<file path="config.mk">
export PLATFORM = sky130hd
export DESIGN_NAME = proximity_calibrate_and_detect
export DESIGN_NICKNAME = d
export VERILOG_FILES = /design/src/hdl/pcd_pkg.sv /design/src/hdl/pcd_in_reg.sv /design/src/hdl/pcd_engine.sv /design/src/hdl/proximity_calibrate_and_detect.sv
export SDC_FILE = /design/constraint.sdc
export NUM_CORES = 1
export LEC_CHECK = 0
export ABC_CLOCK_PERIOD_IN_PS = 9200
export BUFFER_PORTS_ARGS = -buffer_cell sky130_fd_sc_hd__buf_2
export CORE_ASPECT_RATIO = 1.2
export CORE_MARGIN = 2
export CORE_UTILIZATION = 60
export DETAILED_ROUTE_END_ITERATION = 8
export MAX_ROUTING_LAYER = met4
export PLACE_DENSITY_LB_ADDON = 0.08
export SYNTH_ARGS = -nofsm -noshare
export SYNTH_HDL_FRONTEND = slang
export SYNTH_SLANG_ARGS = --single-unit
export TNS_END_PERCENT = 100
</file>
<file path="constraint.sdc">
create_clock -name i_clk -period 9.2 [get_ports i_clk]
set_clock_uncertainty 0.15 [all_clocks]
set_input_delay 0.92 -clock i_clk [delete_from_list [all_inputs] [get_ports i_clk]]
set_output_delay 0.92 -clock i_clk [all_outputs]
set_load 0.01 [all_outputs]
</file>
<file path="src/hdl/pcd_pkg.sv">
// Shared types, constants and the constant-divide helpers for the proximity
// calibrate-and-detect block. No dependencies.
package pcd_pkg;

    localparam int unsigned SAMPLE_W   = 16;
    localparam int unsigned CALIB_W    = 3;
    localparam int unsigned COUNT_W    = 4;
    localparam int unsigned TOTAL_W    = 19;
    localparam int unsigned HIT_SUM_W  = 20;

    localparam logic [CALIB_W-1:0]  CALIB_SAMPLES  = 3'd5;
    localparam logic [COUNT_W-1:0]  HITS_NEEDED    = 4'd10;
    localparam logic [COUNT_W-1:0]  MISS_LIMIT     = 4'd9;
    localparam logic [SAMPLE_W-1:0] THRESHOLD_RST  = 16'd25;

    // Reciprocal of 5 scaled by 2^21, rounded up; exact for all 19-bit inputs.
    localparam logic [18:0] DIV5_MULT  = 19'd419431;
    localparam int unsigned DIV5_SHIFT = 21;

    typedef enum logic {
        KIND_CALIB  = 1'b0,
        KIND_DETECT = 1'b1
    } t_event_kind;

    typedef struct packed {
        logic                valid;
        t_event_kind         kind;
        logic [SAMPLE_W-1:0] level;
        logic [SAMPLE_W-1:0] calib_min;
        logic [SAMPLE_W-1:0] calib_max;
    } t_result;

    // Divide a 19-bit value by five; keep the low 16 bits of the quotient.
    function automatic logic [SAMPLE_W-1:0] div5(input logic [TOTAL_W-1:0] x);
        logic [37:0] p;
        p = 38'(x) * 38'(DIV5_MULT);
        return p[DIV5_SHIFT +: SAMPLE_W];
    endfunction

    // Divide a 20-bit value by ten as a halving followed by a divide by five.
    function automatic logic [SAMPLE_W-1:0] div10(input logic [HIT_SUM_W-1:0] x);
        return div5(x[HIT_SUM_W-1:1]);
    endfunction

endpackage

</file>
<file path="src/hdl/pcd_in_reg.sv">
// Input register of the proximity calibrate-and-detect block.
// Captures one sample transfer and holds it until the engine advances.
// Depends on pcd_pkg.
module pcd_in_reg (
    input  logic                         i_clk,
    input  logic                         i_rst_n,
    input  logic                         s_axis_tvalid,
    output logic                         s_axis_tready,
    input  logic [pcd_pkg::SAMPLE_W-1:0] i_sample,
    input  logic                         i_adv,
    output logic                         o_valid,
    output logic [pcd_pkg::SAMPLE_W-1:0] o_sample
);

    logic                         r_valid;
    logic                         n_valid;
    logic [pcd_pkg::SAMPLE_W-1:0] r_sample;

    assign s_axis_tready = !r_valid || i_adv;

    always_comb begin
        n_valid = r_valid;
        if (s_axis_tvalid && s_axis_tready) begin
            n_valid = 1'b1;
        end else if (i_adv) begin
            n_valid = 1'b0;
        end
    end

    always_ff @(posedge i_clk) begin
        if (!i_rst_n) begin
            r_valid <= 1'b0;
        end else begin
            r_valid <= n_valid;
        end
    end

    always_ff @(posedge i_clk) begin
        if (s_axis_tvalid && s_axis_tready) begin
            r_sample <= i_sample;
        end
    end

    assign o_valid  = r_valid;
    assign o_sample = r_sample;

endmodule

</file>
<file path="src/hdl/pcd_engine.sv">
// Calibration and detection state with the single-pass result logic.
// Holds the threshold register and all round counters. Depends on pcd_pkg.
module pcd_engine #(
    parameter logic [pcd_pkg::COUNT_W-1:0] MISS_LIMIT = pcd_pkg::MISS_LIMIT
) (
    input  logic                         i_clk,
    input  logic                         i_rst_n,
    input  logic                         i_cfg_wr_en,
    input  logic [pcd_pkg::SAMPLE_W-1:0] i_cfg_wr_data,
    input  logic                         i_en,
    input  logic [pcd_pkg::SAMPLE_W-1:0] i_sample,
    output pcd_pkg::t_result             o_result
);

    logic [pcd_pkg::SAMPLE_W-1:0]  r_threshold;
    logic [pcd_pkg::CALIB_W-1:0]   r_calib_idx, n_calib_idx;
    logic [pcd_pkg::SAMPLE_W-1:0]  r_run_min, n_run_min;
    logic [pcd_pkg::SAMPLE_W-1:0]  r_run_max, n_run_max;
    logic [pcd_pkg::TOTAL_W-1:0]   r_run_total, n_run_total;
    logic [pcd_pkg::SAMPLE_W-1:0]  r_offset, n_offset;
    logic [pcd_pkg::COUNT_W-1:0]   r_miss_cnt, n_miss_cnt;
    logic [pcd_pkg::COUNT_W-1:0]   r_hit_cnt, n_hit_cnt;
    logic [pcd_pkg::HIT_SUM_W-1:0] r_hit_sum, n_hit_sum;

    logic                          calib_phase;
    logic                          is_hit;
    logic [pcd_pkg::SAMPLE_W:0]    hit_limit;
    logic [pcd_pkg::COUNT_W-1:0]   hit_cnt_inc;
    logic [pcd_pkg::COUNT_W-1:0]   miss_cnt_inc;
    logic [pcd_pkg::HIT_SUM_W-1:0] hit_sum_inc;
    pcd_pkg::t_result              result;

    assign calib_phase  = (r_calib_idx != pcd_pkg::CALIB_SAMPLES);
    // Offset plus threshold at 17 bits never wraps.
    assign hit_limit    = {1'b0, r_offset} + {1'b0, r_threshold};
    assign is_hit       = ({1'b0, i_sample} > hit_limit);
    assign hit_cnt_inc  = r_hit_cnt + 1'b1;
    assign miss_cnt_inc = r_miss_cnt + 1'b1;
    assign hit_sum_inc  = r_hit_sum + pcd_pkg::HIT_SUM_W'(i_sample);

    always_comb begin
        n_calib_idx = r_calib_idx;
        n_run_min   = r_run_min;
        n_run_max   = r_run_max;
        n_run_total = r_run_total;
        n_offset    = r_offset;
        n_miss_cnt  = r_miss_cnt;
        n_hit_cnt   = r_hit_cnt;
        n_hit_sum   = r_hit_sum;
        result      = '{valid: 1'b0, kind: pcd_pkg::KIND_CALIB,
                        level: '0, calib_min: '0, calib_max: '0};
        if (i_en) begin
            if (calib_phase) begin
                // First calibration sample loads the running values directly.
                if (r_calib_idx == '0) begin
                    n_run_min   = i_sample;
                    n_run_max   = i_sample;
                    n_run_total = pcd_pkg::TOTAL_W'(i_sample);
                end else begin
                    if (i_sample < r_run_min) begin
                        n_run_min = i_sample;
                    end
                    if (i_sample > r_run_max) begin
                        n_run_max = i_sample;
                    end
                    n_run_total = r_run_total + pcd_pkg::TOTAL_W'(i_sample);
                end
                n_calib_idx = r_calib_idx + 1'b1;
                if (n_calib_idx == pcd_pkg::CALIB_SAMPLES) begin
                    n_offset           = pcd_pkg::div5(n_run_total);
                    result.valid       = 1'b1;
                    result.kind        = pcd_pkg::KIND_CALIB;
                    result.level       = n_offset;
                    result.calib_min   = n_run_min;
                    result.calib_max   = n_run_max;
                end
            end else if (is_hit) begin
                n_hit_sum = hit_sum_inc;
                n_hit_cnt = hit_cnt_inc;
                if (hit_cnt_inc >= pcd_pkg::HITS_NEEDED) begin
                    result.valid = 1'b1;
                    result.kind  = pcd_pkg::KIND_DETECT;
                    result.level = pcd_pkg::div10(hit_sum_inc);
                    n_miss_cnt   = '0;
                    n_hit_cnt    = '0;
                    n_hit_sum    = '0;
                end
            end else begin
                n_miss_cnt = miss_cnt_inc;
                if (miss_cnt_inc >= MISS_LIMIT) begin
                    n_miss_cnt = '0;
                    n_hit_cnt  = '0;
                    n_hit_sum  = '0;
                end
            end
        end
    end

    always_ff @(posedge i_clk) begin
        if (!i_rst_n) begin
            r_threshold <= pcd_pkg::THRESHOLD_RST;
            r_calib_idx <= '0;
            r_run_min   <= '0;
            r_run_max   <= '0;
            r_run_total <= '0;
            r_offset    <= '0;
            r_miss_cnt  <= '0;
            r_hit_cnt   <= '0;
            r_hit_sum   <= '0;
        end else begin
            if (i_cfg_wr_en) begin
                r_threshold <= i_cfg_wr_data;
            end
            r_calib_idx <= n_calib_idx;
            r_run_min   <= n_run_min;
            r_run_max   <= n_run_max;
            r_run_total <= n_run_total;
            r_offset    <= n_offset;
            r_miss_cnt  <= n_miss_cnt;
            r_hit_cnt   <= n_hit_cnt;
            r_hit_sum   <= n_hit_sum;
        end
    end

    assign o_result = result;

    a_calib_idx_range: assert property (@(posedge i_clk) disable iff (!i_rst_n)
        r_calib_idx <= pcd_pkg::CALIB_SAMPLES)
        else $error("calibration index past its limit");

    a_hit_cnt_range: assert property (@(posedge i_clk) disable iff (!i_rst_n)
        r_hit_cnt < pcd_pkg::HITS_NEEDED)
        else $error("hit count reached the detect level without clearing");

    a_miss_cnt_range: assert property (@(posedge i_clk) disable iff (!i_rst_n)
        r_miss_cnt < MISS_LIMIT)
        else $error("miss count reached its limit without clearing");

    a_detect_after_calib: assert property (@(posedge i_clk) disable iff (!i_rst_n)
        (result.valid && result.kind == pcd_pkg::KIND_DETECT) |-> !calib_phase)
        else $error("detection result before calibration finished");

    a_calib_done: assert property (@(posedge i_clk) disable iff (!i_rst_n)
        (result.valid && result.kind == pcd_pkg::KIND_CALIB)
            |=> (r_calib_idx == pcd_pkg::CALIB_SAMPLES && r_hit_cnt == '0))
        else $error("calibration result without ending calibration");

endmodule

</file>
<file path="src/hdl/proximity_calibrate_and_detect.sv">
// Top level of the proximity calibrate-and-detect block.
// Instantiates pcd_in_reg and pcd_engine and holds the result register.
// Depends on pcd_pkg.
//
// Usage: feed one 16-bit sample per slave transfer. The first five samples
// calibrate the block; the fifth produces one result transfer with tuser 0
// (calibration finished) carrying the offset (sum of the five divided by
// five), the minimum and the maximum. After that, detection rounds run: a
// sample strictly above offset plus the threshold is a hit, anything else a
// miss. The tenth hit of a round produces one result with tuser 1 carrying
// the hit average (sum of the ten hits divided by ten) and zeros for the
// minimum and maximum; MISS_LIMIT misses (nine by default) end a round
// silently. Either end clears the round counters. Throughput is one sample
// per clock while no finished result waits on a low m_axis_tready: a sample
// is held in the input register while the compare, add and reciprocal-
// multiply divide settle combinationally, and the result lands in the output
// register, from which it is presented on the master side. The block only
// stalls intake while a finished result waits on a low m_axis_tready. Write
// the threshold (reset value 25) through i_cfg_wr_en / i_cfg_wr_data while
// no sample is in flight; it applies from the next sample and clears no
// counter.
module proximity_calibrate_and_detect #(
    parameter logic [pcd_pkg::COUNT_W-1:0] MISS_LIMIT = pcd_pkg::MISS_LIMIT
) (
    input  logic        i_clk,
    input  logic        i_rst_n,
    // Threshold register write
    input  logic        i_cfg_wr_en,
    input  logic [15:0] i_cfg_wr_data,
    // Sample stream
    input  logic        s_axis_tvalid,
    output logic        s_axis_tready,
    input  logic [15:0] s_axis_tdata,   // [15:0] sample
    // Result stream
    output logic        m_axis_tvalid,
    input  logic        m_axis_tready,
    output logic [47:0] m_axis_tdata,   // [15:0] level, [31:16] calib_min,
                                        // [47:32] calib_max
    output logic        m_axis_tuser    // [0] event_kind
);

    logic                         in_valid;
    logic [pcd_pkg::SAMPLE_W-1:0] in_sample;
    logic                         adv;
    pcd_pkg::t_result             result;

    logic                         r_out_valid;
    logic                         n_out_valid;
    logic [47:0]                  r_out_data;
    logic                         r_out_kind;

    // Advance the held sample whenever the result register is free or draining.
    assign adv = in_valid && (!r_out_valid || m_axis_tready);

    pcd_in_reg u_in_reg (
        .i_clk         (i_clk),
        .i_rst_n       (i_rst_n),
        .s_axis_tvalid (s_axis_tvalid),
        .s_axis_tready (s_axis_tready),
        .i_sample      (s_axis_tdata),
        .i_adv         (adv),
        .o_valid       (in_valid),
        .o_sample      (in_sample)
    );

    pcd_engine #(
        .MISS_LIMIT    (MISS_LIMIT)
    ) u_engine (
        .i_clk         (i_clk),
        .i_rst_n       (i_rst_n),
        .i_cfg_wr_en   (i_cfg_wr_en),
        .i_cfg_wr_data (i_cfg_wr_data),
        .i_en          (adv),
        .i_sample      (in_sample),
        .o_result      (result)
    );

    // Result register: load on advance, drop once the transfer completes.
    always_comb begin
        n_out_valid = r_out_valid;
        if (adv) begin
            n_out_valid = result.valid;
        end else if (m_axis_tready) begin
            n_out_valid = 1'b0;
        end
    end

    always_ff @(posedge i_clk) begin
        if (!i_rst_n) begin
            r_out_valid <= 1'b0;
        end else begin
            r_out_valid <= n_out_valid;
        end
    end

    always_ff @(posedge i_clk) begin
        if (adv && result.valid) begin
            r_out_data <= {result.calib_max, result.calib_min, result.level};
            r_out_kind <= result.kind;
        end
    end

    assign m_axis_tvalid = r_out_valid;
    assign m_axis_tdata  = r_out_data;
    assign m_axis_tuser  = r_out_kind;

    a_no_overwrite: assert property (@(posedge i_clk) disable iff (!i_rst_n)
        (r_out_valid && !m_axis_tready) |-> !adv)
        else $error("pending result overwritten");

    a_hold_on_stall: assert property (@(posedge i_clk) disable iff (!i_rst_n)
        (r_out_valid && !m_axis_tready) |=> $stable(r_out_data))
        else $error("result payload changed under stall");

    a_intake_free: assert property (@(posedge i_clk) disable iff (!i_rst_n)
        (!r_out_valid) |-> s_axis_tready)
        else $error("intake stalled with an empty result register");

endmodule

</file>
## Word level (Yosys, flattened, before mapping)

Index checks and enable logic that the tools add are counted.

- Equal/unequal tests: 3
- Reduce and logical (&&, ||, !) cells: 15
- Mux-type cells: 26
- Bitwise logic cells: 1
- Order comparisons: 5
- $mul: 2
- $add $sub $neg: 6

Operator list:

| cell | count |
|---|---|
| 50-bit 2-to-1 mux | 2 |
| 19-bit by 19-bit multiplier with 37-bit output, second input constant | 2 |
| 16-bit 2-to-1 mux | 4 |
| 20-bit 2-to-1 mux | 3 |
| 19-bit 2-to-1 mux | 3 |
| 18-bit 2-to-1 mux | 3 |
| 32-bit 2-to-1 mux | 1 |
| 4-bit 2-to-1 mux | 6 |
| 20-bit by 16-bit adder with 20-bit output | 1 |
| 19-bit by 16-bit adder with 19-bit output | 1 |
| 16-bit by 16-bit adder with 17-bit output | 1 |
| 16-bit by 17-bit greater-than comparator with 1-bit output | 1 |
| 16-bit greater-than comparator | 1 |
| 16-bit < comparator | 1 |
| 3-bit AND reduction | 3 |
| 4-bit by 1-bit adder with 4-bit output, second input constant | 2 |
| 4-bit greater-or-equal comparator, second input constant | 2 |
| 2-bit nonzero test | 3 |
| 1-bit 2-to-1 mux | 4 |
| 3-bit by 1-bit adder with 3-bit output, second input constant | 1 |
| 3-bit == test, second input constant | 1 |
| 1-bit logical AND | 3 |
| 3-bit zero test | 1 |
| 3-bit inequality test, second input constant | 1 |
| other kinds (5) | 7 |

- Input bits: 37
- Output and inout port bits: 51
- Register bits after elaboration: 181

## Longest topological paths before layout

- Word-level depth: 9
- Mapped depth: 36
- Depth with buffers taken out: 36

## Hierarchy

From an unflattened synthesis, not the netlist that was laid out.

- Cell total of the unflattened synthesis: 2,458
- Area, all modules: 23,159.7 um^2

By module, submodules not included:

| module | area an instance (um^2) | cells an instance | times used | sequential area each (um^2) |
|---|---|---|---|---|
| pcd_engine | 21,076.5 | 2,382 | 1 | 2,282.2 |
| proximity_calibrate_and_detect | 1,545.2 | 55 | 1 | 1,491.4 |
| pcd_in_reg | 538.0 | 21 | 1 | 500.5 |

## Least setup slack after synthesis

No wires, ideal clock.

- Path kind: flip-flop to flip-flop
- Start: reg u_in_reg.r_sample (netlist bit u_in_reg.o_sample[0])
- End: reg r_out_data[15], in the netlist m_axis_tdata[15] (data pin)
- Data required time: 8,779 ps
- Data arrival time: 7,783 ps
- Stages on the path, launching flop included: 34
- Period minus slack after synthesis: 8,204 ps
- Slack: 996 ps
- Library setup time: 271 ps
- Buffers on the path: 0
- Cells stage by stage: edfxtp_1 ha_1 fa_1 a21o_1 a21oi_1 nand2b_1 a21oi_1 a21o_1 o21ai_1 o21ai_0 and3_1 xnor2_1 inv_1 ha_1 fa_1 inv_1 fa_1 inv_1 fa_1 fa_1 inv_1 fa_1 inv_1 ha_1 nand4_1 nor2_1 nand3_1 o31a_1 o211ai_1 nand2_1 o311ai_0 o211ai_1 xnor2_1 o22ai_1

- Cells in the longest elaborated chain, start to end: 7
- Elaborated cells on any way between the ends: 12
- Classes of those cells: add/sub (2); mul (2); order compare (1); mux (7)

RTL lines:

| element | line | text |
|---|---|---|
| start, declared | pcd_in_reg.sv:17 | `logic [pcd_pkg::SAMPLE_W-1:0] r_sample;` |
| start signal, assigned | pcd_in_reg.sv:40 | `r_sample <= i_sample;` |
| 19-bit by 16-bit adder with 19-bit output | pcd_engine.sv:66 | `n_run_total = r_run_total + pcd_pkg::TOTAL_W'(i_sample);` |
| 19-bit 2-to-1 mux | pcd_engine.sv:55 | `if (r_calib_idx == '0) begin` |
| 19-bit 2-to-1 mux | pcd_engine.sv:53 | `if (calib_phase) begin` |
| 19-bit 2-to-1 mux | pcd_engine.sv:52 | `if (i_en) begin` |
| 19-bit by 19-bit multiplier with 37-bit output | pcd_pkg.sv:36 | `p = 38'(x) * 38'(DIV5_MULT);` |
| 50-bit 2-to-1 mux | pcd_engine.sv:69 | `if (n_calib_idx == pcd_pkg::CALIB_SAMPLES) begin` |
| 18-bit 2-to-1 mux * | pcd_engine.sv:53 |  |
| end signal, assigned | proximity_calibrate_and_detect.sv:98 | `r_out_data <= {result.calib_max, result.calib_min, result.level};` |
| end, declared | proximity_calibrate_and_detect.sv:49 | `logic [47:0] r_out_data;` |

Mark *: on every way between the ends. The rest lies on a longest branch, timed or not. The select of a mux whose other input is x is not followed.
A chain may end at the register's enable or synchronous reset.

## Worst setup path in the final report

- Start: reg u_in_reg.r_sample (netlist bit u_in_reg.o_sample[0])
- End: reg r_out_data[13], in the netlist m_axis_tdata[13] (data pin)

The elaborated chain is that of the path after synthesis.

==> impl_metrics.yaml <==
logic_synthesis:
  ys_warn_count: 0
  yosys.cell_types.count: 77
  seq_area_frac_synth_pct: 18.68
  synth_fa_ha_area_share_pct: 46.19
  synthMuxAreaShare_pct: 3.074
  synth_compound_area_share_pct: 9.823
  synth_cells: 2416
  synth_nets: 3135
  ys.flop_type: "dfxtp_1"
  async_flop_share_pct: 0
  syn_area_um2: 22880
  ys_ff_latch: 181
  synth_area_per_cell_um2: 9.469
  synth-xor-area-share_pct: 3.139
  synth_top_family_by_area: "adder cells"
  yosys.area_share.simple_pct: 8.860
  synth_edf_count: 65
global_route:
  grt.total_usage_pct: 31.69
  grt_pass1_vias: 17740
  grt_pass1_wl_um: 92810
  overflow: 0
  grt_max_degree: 60
  antenna_found_initial: 0
final_layout:
  n_antenna_cell: 0
  area_growth_pct: 7.471
  num-fill-cells: 3215
  layout-drive-gt1-share_pct: 7.671
  nNetsFinal: 3235
timing:
  layout_min_cycle_time_ns: 8.793
  rsz0062_at_grt: "yes"
  hold_ws_ns: 0.3120
  worst_pin_slew_ns: 1.065
  fin_ws_ns: 0.4073
  relSlewSlack_pct: 28.72
  setup-violations-final: 0
  hold_viol_final: 0
  max_freq_ghz: 0.1137
  slew_violations: 0
  fin_crit_sh_pct: 95.57
die:
  die_area_um2: 39710
  rows: 78
  pin_count: 88
  die_w_um: 182.3
  start_util_pct: 60.73
  coreArea_um2: 37670
  die_h_um: 217.9
min_path:
  whs_path_depth: 2
  min_path_type: "reg2reg"
route:
  dr.pass1.iters: 6
  ant_nets: 0
  postRouteWirelength_um: 57810
  remaining_drc_errors: 0
  viasPerCell: 5.561
  vias: 16734
  first_iter_violations: 804
  wire_per_inst_um: 19.21
worst_setup_path:
  critical_path_class: "reg2reg"
  crit_path_max_fanout: 5
  path_common_cell: "fa_1"
  cp_data_arrival_time_ns: 8.82
  crit_path_max_incr_delay_ns: 0.55
  end_kind: "flip-flop"
  rr_worst_depth: 33
  crit_path_start_kind: "flip-flop"
  slowest_stage: "fa_1"
  crit_required_ns: 9.23
place:
  dp_slack_ns: 0.3200
  portBuffers: 87
  globalplace.congestion: 0.9511
  dp.final_hpwl_um: 48560
clock_network:
  clk_latency_ns: 0.46
  cts_tree: "done"
  cts-root-buf: "clkbuf_16"
  cts_buffers: 17
  clk_pin_slew_ns: 0.08
  cts.path.max_buffers: 2
  htree_levels: 4
  cts_sinks: 181
run_status:
  outcome: "finished, final reports clean"
run:
  maxCapViolations: 0
flip-flops by register name (all words and copies together) (netlist names):
name	count
m_axis_tvalid	1
u_engine.r_offset	16
m_axis_tuser	1
u_engine.r_miss_cnt	4
m_axis_tdata	48
u_in_reg.o_valid	1
u_engine.r_run_min	16
u_engine.r_run_max	16
u_engine.r_hit_sum	20
u_engine.r_calib_idx	3
u_engine.r_threshold	16
u_engine.r_run_total	19
u_engine.r_hit_cnt	4
u_in_reg.o_sample	16
area by class of cell:
cell class	instances	area, µm²	area share [%]
Multi-Input combinational cell	1624	16310	66.33
Sequential cell	181	4274	17.38
Inverter	563	2113	8.595
Timing Repair Buffer	129	750.7	3.053
Tap cell	480	600.6	2.443
Clock buffer	20	446.7	1.817
Clock inverter	12	92.59	0.3766
layout by cell type (no fill, tap or decap), drive strengths merged, types with 5 or more instances in the layout:
cell	synthesis	routed
a211oi	11	11
a21boi	5	5
a21o	37	37
a21oi	124	124
a22o	11	11
a31oi	12	12
and2	8	8
and3	12	12
and4	6	6
buf	15	129
clkbuf	33	20
dfxtp	116	116
edfxtp	65	65
fa	271	271
ha	411	411
inv	563	568
mux2i	68	68
nand2	157	157
nand2b	14	14
nand3	32	32
nand4	12	12
nor2	123	123
nor2b	21	21
nor3	23	23
o21a	16	16
o21ai	79	79
o21bai	9	9
o31ai	11	11
or2	5	5
or3	10	10
xnor2	57	57
xor2	25	25
worst paths after layout:
check / startpoint / slack [ns] / endpoint
worst max-delay path: u_in_reg.o_sample[0] / 0.41 / m_axis_tdata[13]
worst min-delay path: u_engine.r_run_total[11] / 0.31 / u_engine.r_run_total[11]
worst max register to register: u_in_reg.o_sample[0] / 0.41 / m_axis_tdata[13]
worst min register to register: u_engine.r_run_total[11] / 0.31 / u_engine.r_run_total[11]
what timing repair did:
item                                    4_1_cts  5_1_grt
gates resized for setup                       0        9
hold buffers                                  0        0
endpoints found under the setup margin        0       24
endpoints found under the hold margin         0        0
buffers inserted                              0        5
cell families after synthesis:
family	count (synthesis)
xor gates and xnor gates	82
DFF	181
and+or+nand+nor	436
muxes	70
AOI/OAI and AO/OA	354
buffers and inverters	611
adders and majority gates	682
per-stage QoR:
stage	utilization (%)	instance area, µm²	std cells	TNS, ns
4_1_cts	65.09	24520	3004	0
3_3_place_gp	63.65	23980	2972	0
2_1_floorplan	-	22880	2416	0
6_report	65.27	24590	3009	0
3_5_place_dp	63.65	23980	2972	0
5_1_grt	65.27	24590	3009	-0.1764
critical path: cells and delay by family, from the launching register on:
kind,cells,cell delay [ns]
adders and majority gates,9,3.48
buffers and inverters,5,0.48
and+or+nand+nor,11,2.46
AOI/OAI and AO/OA,7,1.35
xor gates and xnor gates,1,0.12
DFF,1,0.45
metal layers:
layer | routed length (µm) | share of wire, % | GRT usage, %
met1 | 22710 | 39 | 35.74
met2 | 30030 | 52 | 56.30
met3 | 2114 | 3.7 | 3.707
met4 | 2953 | 5.1 | 14.78
met5 | 0 | 0 | -
synthesized netlist by cell type (all sizes together) (25+ instances only):
master | count | share of area, %
xor2 | 25 | 0.96
xnor2 | 57 | 2.2
fa | 271 | 24
o21ai | 79 | 1.7
mux2i | 68 | 3.0
ha | 411 | 22
dfxtp | 116 | 10
nand3 | 32 | 0.70
nor2 | 123 | 2.1
a21o | 37 | 1.2
nand2 | 157 | 2.6
clkbuf | 33 | 0.54
inv | 563 | 9.2
a21oi | 124 | 2.8
edfxtp | 65 | 8.5
Power is left out: the tool's default activity adds up to more than one toggle a clock period on the data nets, which glitch-free logic cannot reach.
